--- src/design/qfr_pkg.sv ---
// Package for the quaternion frame receiver: sizes, constants and shared types.
// Used by the tracker, the result register and the top level; depends on nothing.
`timescale 1ns / 1ps

package qfr_pkg;

	// Default frame length in bytes, checksum byte included.
	localparam int FRAME_LEN_DEF = 10;

	// Payload bytes kept per frame (bytes 1 to 8) and their index width.
	localparam int PAYLOAD_DEPTH = 8;
	localparam int PAYLOAD_IDX_W = $clog2(PAYLOAD_DEPTH);

	localparam int BYTE_W = 8;
	localparam int SUM_W  = 16;
	localparam int QUAT_W = 16;

	// Word reported for every quaternion component on a checksum mismatch.
	localparam logic signed [QUAT_W-1:0] QUAT_ERR = -16'sd1;

	// Outcome of one byte as seen by the frame tracker.
	typedef struct packed {
		logic                     is_final;
		logic                     sum_ok;
		logic signed [QUAT_W-1:0] quat_w;
		logic signed [QUAT_W-1:0] quat_x;
		logic signed [QUAT_W-1:0] quat_y;
		logic signed [QUAT_W-1:0] quat_z;
	} frame_res_t;

endpackage

--- src/design/qfr_frame_track.sv ---
// Frame tracker: byte position, running sum and payload bytes of the frame.
// Produces the checksum verdict and quaternion words; uses qfr_pkg.
`timescale 1ns / 1ps

module qfr_frame_track #(
	parameter int FRAME_LEN = qfr_pkg::FRAME_LEN_DEF
) (
	input  logic                            clk,
	input  logic                            arst_n,
	input  logic [qfr_pkg::BYTE_W-1:0]      rx_byte,
	input  logic                            frame_start,
	input  logic                            commit,
	output qfr_pkg::frame_res_t             res
);

	localparam int POS_W = $clog2(FRAME_LEN);
	localparam logic [POS_W-1:0] POS_LAST  = POS_W'(FRAME_LEN - 1);
	localparam logic [POS_W-1:0] POS_PL_LO = POS_W'(1);
	localparam logic [POS_W-1:0] POS_PL_HI = POS_W'(qfr_pkg::PAYLOAD_DEPTH);

	logic [POS_W-1:0]              pos_q;
	logic [qfr_pkg::SUM_W-1:0]     sum_q;
	logic [qfr_pkg::BYTE_W-1:0]    payload_q [qfr_pkg::PAYLOAD_DEPTH];

	logic [POS_W-1:0]              pos_eff;
	logic [qfr_pkg::SUM_W-1:0]     sum_eff;
	logic                          is_final;
	logic                          pl_wr;
	logic [qfr_pkg::PAYLOAD_IDX_W-1:0] pl_idx;
	logic [POS_W-1:0]              pos_m1;
	logic [qfr_pkg::BYTE_W:0]      folded;
	logic [qfr_pkg::BYTE_W-1:0]    csum;
	logic                          match;

	// Realign to byte 0 on a start flag
	always_comb begin
		pos_eff = frame_start ? '0 : pos_q;
		sum_eff = frame_start ? '0 : sum_q;
	end

	assign is_final = (pos_eff >= POS_LAST);
	assign pl_wr    = (pos_eff >= POS_PL_LO) && (pos_eff <= POS_PL_HI);
	assign pos_m1   = pos_eff - POS_PL_LO;
	assign pl_idx   = pos_m1[qfr_pkg::PAYLOAD_IDX_W-1:0];

	// Fold the sum once, truncate and invert
	assign folded = {1'b0, sum_eff[7:0]} + {1'b0, sum_eff[15:8]};
	assign csum   = ~folded[qfr_pkg::BYTE_W-1:0];
	assign match  = (csum == rx_byte);

	// Assemble the big-endian words, or the error pattern
	always_comb begin
		res.is_final = is_final;
		res.sum_ok   = match;
		if (match) begin
			res.quat_w = {payload_q[0], payload_q[1]};
			res.quat_x = {payload_q[2], payload_q[3]};
			res.quat_y = {payload_q[4], payload_q[5]};
			res.quat_z = {payload_q[6], payload_q[7]};
		end else begin
			res.quat_w = qfr_pkg::QUAT_ERR;
			res.quat_x = qfr_pkg::QUAT_ERR;
			res.quat_y = qfr_pkg::QUAT_ERR;
			res.quat_z = qfr_pkg::QUAT_ERR;
		end
	end

	// Advance position and sum; restart after the checksum byte
	always_ff @(posedge clk or negedge arst_n) begin
		if (!arst_n) begin
			pos_q <= '0;
			sum_q <= '0;
		end else if (commit) begin
			if (is_final) begin
				pos_q <= '0;
				sum_q <= '0;
			end else begin
				pos_q <= pos_eff + POS_W'(1);
				sum_q <= sum_eff + {{(qfr_pkg::SUM_W-qfr_pkg::BYTE_W){1'b0}}, rx_byte};
			end
		end
	end

	// Hold payload bytes 1 to 8
	always_ff @(posedge clk) begin
		if (commit && !is_final && pl_wr) begin
			payload_q[pl_idx] <= rx_byte;
		end
	end

endmodule

--- src/design/qfr_out_reg.sv ---
// Result register for the quaternion frame receiver.
// Holds one finished frame result until the downstream side takes it; uses qfr_pkg.
`timescale 1ns / 1ps

module qfr_out_reg (
	input  logic                                clk,
	input  logic                                arst_n,
	input  logic                                load,
	input  qfr_pkg::frame_res_t                 res,
	output logic                                free,
	output logic                                m_tvalid,
	input  logic                                m_tready,
	output logic [4*qfr_pkg::QUAT_W-1:0]        m_tdata,
	output logic                                m_tuser
);

	logic                            valid_q;
	logic [4*qfr_pkg::QUAT_W-1:0]    data_q;
	logic                            ok_q;

	// Room for a new result when empty or when the held one leaves now
	assign free = !valid_q || m_tready;

	always_ff @(posedge clk or negedge arst_n) begin
		if (!arst_n) begin
			valid_q <= 1'b0;
		end else if (free) begin
			valid_q <= load;
		end
	end

	always_ff @(posedge clk) begin
		if (free && load) begin
			data_q <= {res.quat_z, res.quat_y, res.quat_x, res.quat_w};
			ok_q   <= res.sum_ok;
		end
	end

	assign m_tvalid = valid_q;
	assign m_tdata  = data_q;
	assign m_tuser  = ok_q;

endmodule

--- src/design/quaternion_frame_receiver_core.sv ---
// Top level of the quaternion frame receiver: input register, frame tracker
// and result register. Depends on qfr_pkg, qfr_frame_track and qfr_out_reg.
//
//  Channel | Dir | tdata (low bit up)                     | tuser
//  s_*     | in  | rx_byte[7:0]                           | frame_start
//  m_*     | out | quat_w, quat_x, quat_y, quat_z (16 b)  | sum_ok
//
// One byte per cycle unless a checksum byte waits on a stalled result: a byte
// waits in the input register, where the tracker adds it to the sum and compares
// the checksum, then a frame result lands in the result register.
// Reset clears position, sum and both valid flags; payload bytes are not reset.
// A stalled result only holds the input side when a further checksum byte is
// waiting; other bytes keep flowing.
`timescale 1ns / 1ps

module quaternion_frame_receiver_core #(
	parameter int FRAME_LEN = qfr_pkg::FRAME_LEN_DEF
) (
	input  logic        clk,
	input  logic        arst_n,
	input  logic        s_tvalid,
	output logic        s_tready,
	input  logic [7:0]  s_tdata,   // [7:0] rx_byte
	input  logic        s_tuser,   // [0] frame_start
	output logic        m_tvalid,
	input  logic        m_tready,
	output logic [63:0] m_tdata,   // [15:0] quat_w, [31:16] quat_x, [47:32] quat_y, [63:48] quat_z
	output logic        m_tuser    // [0] sum_ok
);

	logic                          valid_s1;
	logic [qfr_pkg::BYTE_W-1:0]    byte_s1;
	logic                          start_s1;
	qfr_pkg::frame_res_t           res;
	logic                          out_free;
	logic                          advance;

	// Move the held byte on unless its result has nowhere to go
	assign advance  = valid_s1 && (!res.is_final || out_free);
	assign s_tready = !valid_s1 || advance;

	// Input register
	always_ff @(posedge clk or negedge arst_n) begin
		if (!arst_n) begin
			valid_s1 <= 1'b0;
		end else if (s_tready) begin
			valid_s1 <= s_tvalid;
		end
	end

	always_ff @(posedge clk) begin
		if (s_tvalid && s_tready) begin
			byte_s1  <= s_tdata;
			start_s1 <= s_tuser;
		end
	end

	qfr_frame_track #(
		.FRAME_LEN (FRAME_LEN)
	) u_track (
		.clk         (clk),
		.arst_n      (arst_n),
		.rx_byte     (byte_s1),
		.frame_start (start_s1),
		.commit      (advance),
		.res         (res)
	);

	qfr_out_reg u_out (
		.clk      (clk),
		.arst_n   (arst_n),
		.load     (advance && res.is_final),
		.res      (res),
		.free     (out_free),
		.m_tvalid (m_tvalid),
		.m_tready (m_tready),
		.m_tdata  (m_tdata),
		.m_tuser  (m_tuser)
	);

endmodule

--- config.mk ---
export PLATFORM = sky130hd
export DESIGN_NAME = quaternion_frame_receiver_core
export DESIGN_NICKNAME = d
export VERILOG_FILES = /design/src/design/qfr_pkg.sv /design/src/design/qfr_frame_track.sv /design/src/design/qfr_out_reg.sv /design/src/design/quaternion_frame_receiver_core.sv
export SDC_FILE = /design/constraint.sdc
export NUM_CORES = 1
export LEC_CHECK = 0
export ABC_CLOCK_PERIOD_IN_PS = 6700
export BUFFER_PORTS_ARGS = -buffer_cell sky130_fd_sc_hd__clkbuf_2
export CAP_MARGIN = 20
export CELL_PAD_IN_SITES_DETAIL_PLACEMENT = 1
export CELL_PAD_IN_SITES_GLOBAL_PLACEMENT = 2
export CORE_ASPECT_RATIO = 0.8
export CORE_UTILIZATION = 41
export CTS_BUF_LIST = sky130_fd_sc_hd__clkbuf_16
export CTS_CLUSTER_DIAMETER = 150
export DETAILED_ROUTE_END_ITERATION = 8
export PLACE_DENSITY_LB_ADDON = 0.3
export SYNTH_ARGS = -nofsm -noshare
export SYNTH_HDL_FRONTEND = slang
export SYNTH_SLANG_ARGS = --single-unit
--- constraint.sdc ---
create_clock -name clk -period 6.7 [get_ports clk]
set_clock_uncertainty 0.1 [all_clocks]
set_input_delay 1.005 -clock clk [delete_from_list [all_inputs] [get_ports clk]]
set_output_delay 1.005 -clock clk [all_outputs]
set_load 0.01 [all_outputs]
==> flow_summary.toml <==
[run_status]
status = "finished clean"

[clock_tree]
hold_buffers = 0
cts-root-buf = "clkbuf_16"
clk_pin_slew_ns = 0.07
clockBufferDepth = 2
clock_latency_ns = 0.43
cts_tree = "yes"
cts_resized = 0
cts.sinks = 160
htreeDepth = 4
numCtsBuffers = 17
cts_setup_buffers = 0

[routing]
first_iter_violations = 253
ant_nets = 0
drt_wl_total_um = 16400
first_pass_iters = 4
num_vias = 4278
wl_per_cell_um = 20.8
vias_per_cell = 5.42
drc = 0

[floorplanning]
die_h_um = 118
initial_utilization_pct = 42.6
die_area_um2 = 17200
core_um2 = 16100
die_w_um = 146
rows = 41
ios = 80

[critical_path]
critical_path.cell_chain = "buf_4 -> inv_1 -> nand2_1 -> inv_1 -> ha_1 -> nor3b_1 -> nor2_1 -> nand2_1 -> nand2_1 -> nor2_4 -> buf_4"
critical_path_class = "reg -> reg"
critPathMaxStageDelay_ns = 0.68
critPathArrivalTime_ns = 3.96
cp_max_fo = 65
cpMostUsedCell = "nand2_1"
crit_path_start = "start_s1$_DFFE_PP_"
critical-path-top-delay-family = "simple AND/OR/NAND/NOR gates"
cp.required_ns = 6.65
startpoint_type = "flop"
endpoint_kind = "flop"
path_buf_inv = 4
crit_slowest_cell = "buf_4"
worstReg2RegStart = "start_s1$_DFFE_PP_"

[timing]
fmax_ghz = 0.249
hold_viol = 0
maxSlewHeadroom_pct = 32.6
slew_violations = 0
post-route-period-util_pct = 59.8
finalSetupTns_ns = 0
fin_crit_ns = 4.01
setup_viol = 0
rsz0062_at_grt = "false"
worst_pin_slew_ns = 1.01

[grt]
track_usage_pct = 19.9
grt_max_degree = 66
antenna_found_initial = 0
grt_pass1_vias = 4435
overflow = 0
grt_pass1_wl_um = 25600

[finish]
n_antenna_cell = 0
nets = 586
num-fill-cells = 1616
drive_above_1_share_pct = 22.1
multi_input_area_um2 = 1930
syn2layout_area_growth_pct = 16.4
seq_area_um2 = 4690
finalInstanceArea_um2 = 7970

[hold_path]
hold_path_class = "reg -> reg"
min_from = "u_track.payload_q[2][3]$_DFFE_PP_"

[logic_synthesis]
avgSynthCellArea_um2 = 14.0
ys_types = 58
async_flop_share_pct = 13.8
synth_ff_type = "edfxtp_1"
synth-seq-cells = 160
yosysWarnings = 0
post-synth-top-area-fraction_pct = 60.5
synth_common_cells = "edfxtp_1 (138), or3_1 (64), nand2_1 (24)"
synth_edf_count = 138
synth_fp_nets = 514
synth.largest_area_cell = "edfxtp_1"
yosysSeqAreaShare_pct = 68.6
synth.area.top_cells = "edfxtp_1 (61%), dfrtp_1 (8.0%), or3_1 (5.8%), ha_1 (2.0%), xnor2_1 (1.7%)"
yosysMostFrequentCell = "edfxtp_1"
synth_area_um2 = 6850
syn_inst = 489

[power_and_ir_drop]
vdd_ir_drop_max_mv = 0.180
power_density_nw_per_um2 = 296
power_leakage_nw = 2.54

[placement]
dp_hpwl_um = 10700
numPortBuffers = 79
post_dp_cell_area_um2 = 7380
gp_congestion = 0.818

[run]
cap_viol_max_count = 0
==> through the flow <==
stage | total power [mW] | cells | hold slack, ns | setup WS [ns] | utilization (%)
after floorplan | 1.35 | 489 | 0.342 | 1.39 | -
after global placement | 1.41 | 753 | 0.378 | 2.68 | 45.9
after detailed placement | 1.42 | 755 | 0.391 | 2.67 | 46.0
after CTS | 2.37 | 787 | 0.408 | 2.66 | 49.5
after global routing | 2.44 | 789 | 0.416 | 2.36 | 49.6
final | 2.36 | 789 | 0.406 | 2.69 | 49.6
==> registers in the layout, indices dropped and copies added, names as in the netlist <==
name and cells:
u_track.payload_q 64, byte_s1 8, u_track.sum_q 16, u_out.m_tuser 1, u_out.m_tvalid 1, start_s1 1
u_track.pos_q 4, u_out.m_tdata 64, valid_s1 1
==> per-layer routing <==
metal / track usage [%] / vias up / share of wire, %
li1: - / 2003 / -
met5: 0 / - / 0
met1: 27.9 / 2163 / 49
met3: 4.42 / 12 / 4.1
met2: 30.8 / 100 / 46
met4: 6.05 / 0 / 0.90
==> power by group <==
group	internal, mW	switching (mW)	total [mW]
logic	0.0894	0.155	0.245
clock network	0.524	0.431	0.955
registers	1.11	0.0499	1.16
total	1.73	0.636	2.36
==> worst register-to-register path: stages, from the launching register on <==
cell and delay, ns:
edfxtp_1 0.32, buf_4 0.32, inv_1 0.30, nand2_1 0.22, inv_1 0.12, ha_1 0.21
nor3b_1 0.45, nor2_1 0.16, nand2_1 0.11, nand2_1 0.39, nor2_4 0.20, buf_4 0.68
==> layout by cell type (no fill, tap or decap), drive strengths merged, types with 12 or more instances in the layout <==
master and n:
inv 20, xnor2 13, nor2 20, a21oi 12
clkbuf 98, nand3 13, edfxtp 138, nand2 24
dfrtp 22, or3 64, o21ai 16
==> kinds of logic after synthesis <==
group           count (synthesis)  share of synthesized area [%]
compound gates                 80                           8.72
xor+xnor                       23                           3.14
fa+ha+maj                      16                           2.89
buf+inv                        46                           3.42
flops                         160                           68.6
mux                             2                          0.292
simple gates                  162                           13.0
==> final cells by class <==
| class | instances | share of cell area (%) |
|---|---|---|
| Clock buffer | 17 | 5.34 |
| Sequential cell | 160 | 58.9 |
| Timing Repair Buffer | 88 | 5.81 |
| Multi-Input combinational cell | 283 | 24.2 |
| Inverter | 11 | 0.518 |
| Clock inverter | 15 | 1.87 |
| Tap cell | 215 | 3.38 |
==> path summary, 6_finish.rpt <==
check | cells after the start | slack [ns] | endpoint
setup reg to reg | 11 | 2.69 | u_out.m_tdata[43]$_SDFFCE_PP1P_
max in group asynchronous | 1 | 5.57 | u_track.sum_q[5]$_DFFE_PN0N_
setup / recovery | 11 | 2.69 | u_out.m_tdata[43]$_SDFFCE_PP1P_
min in group asynchronous | 1 | 0.49 | u_track.sum_q[10]$_DFFE_PN0N_
hold / removal | 1 | 0.41 | u_out.m_tdata[27]$_SDFFCE_PP1P_
hold reg to reg | 1 | 0.41 | u_out.m_tdata[27]$_SDFFCE_PP1P_
Note: power is estimated with default switching activity, not from simulation.
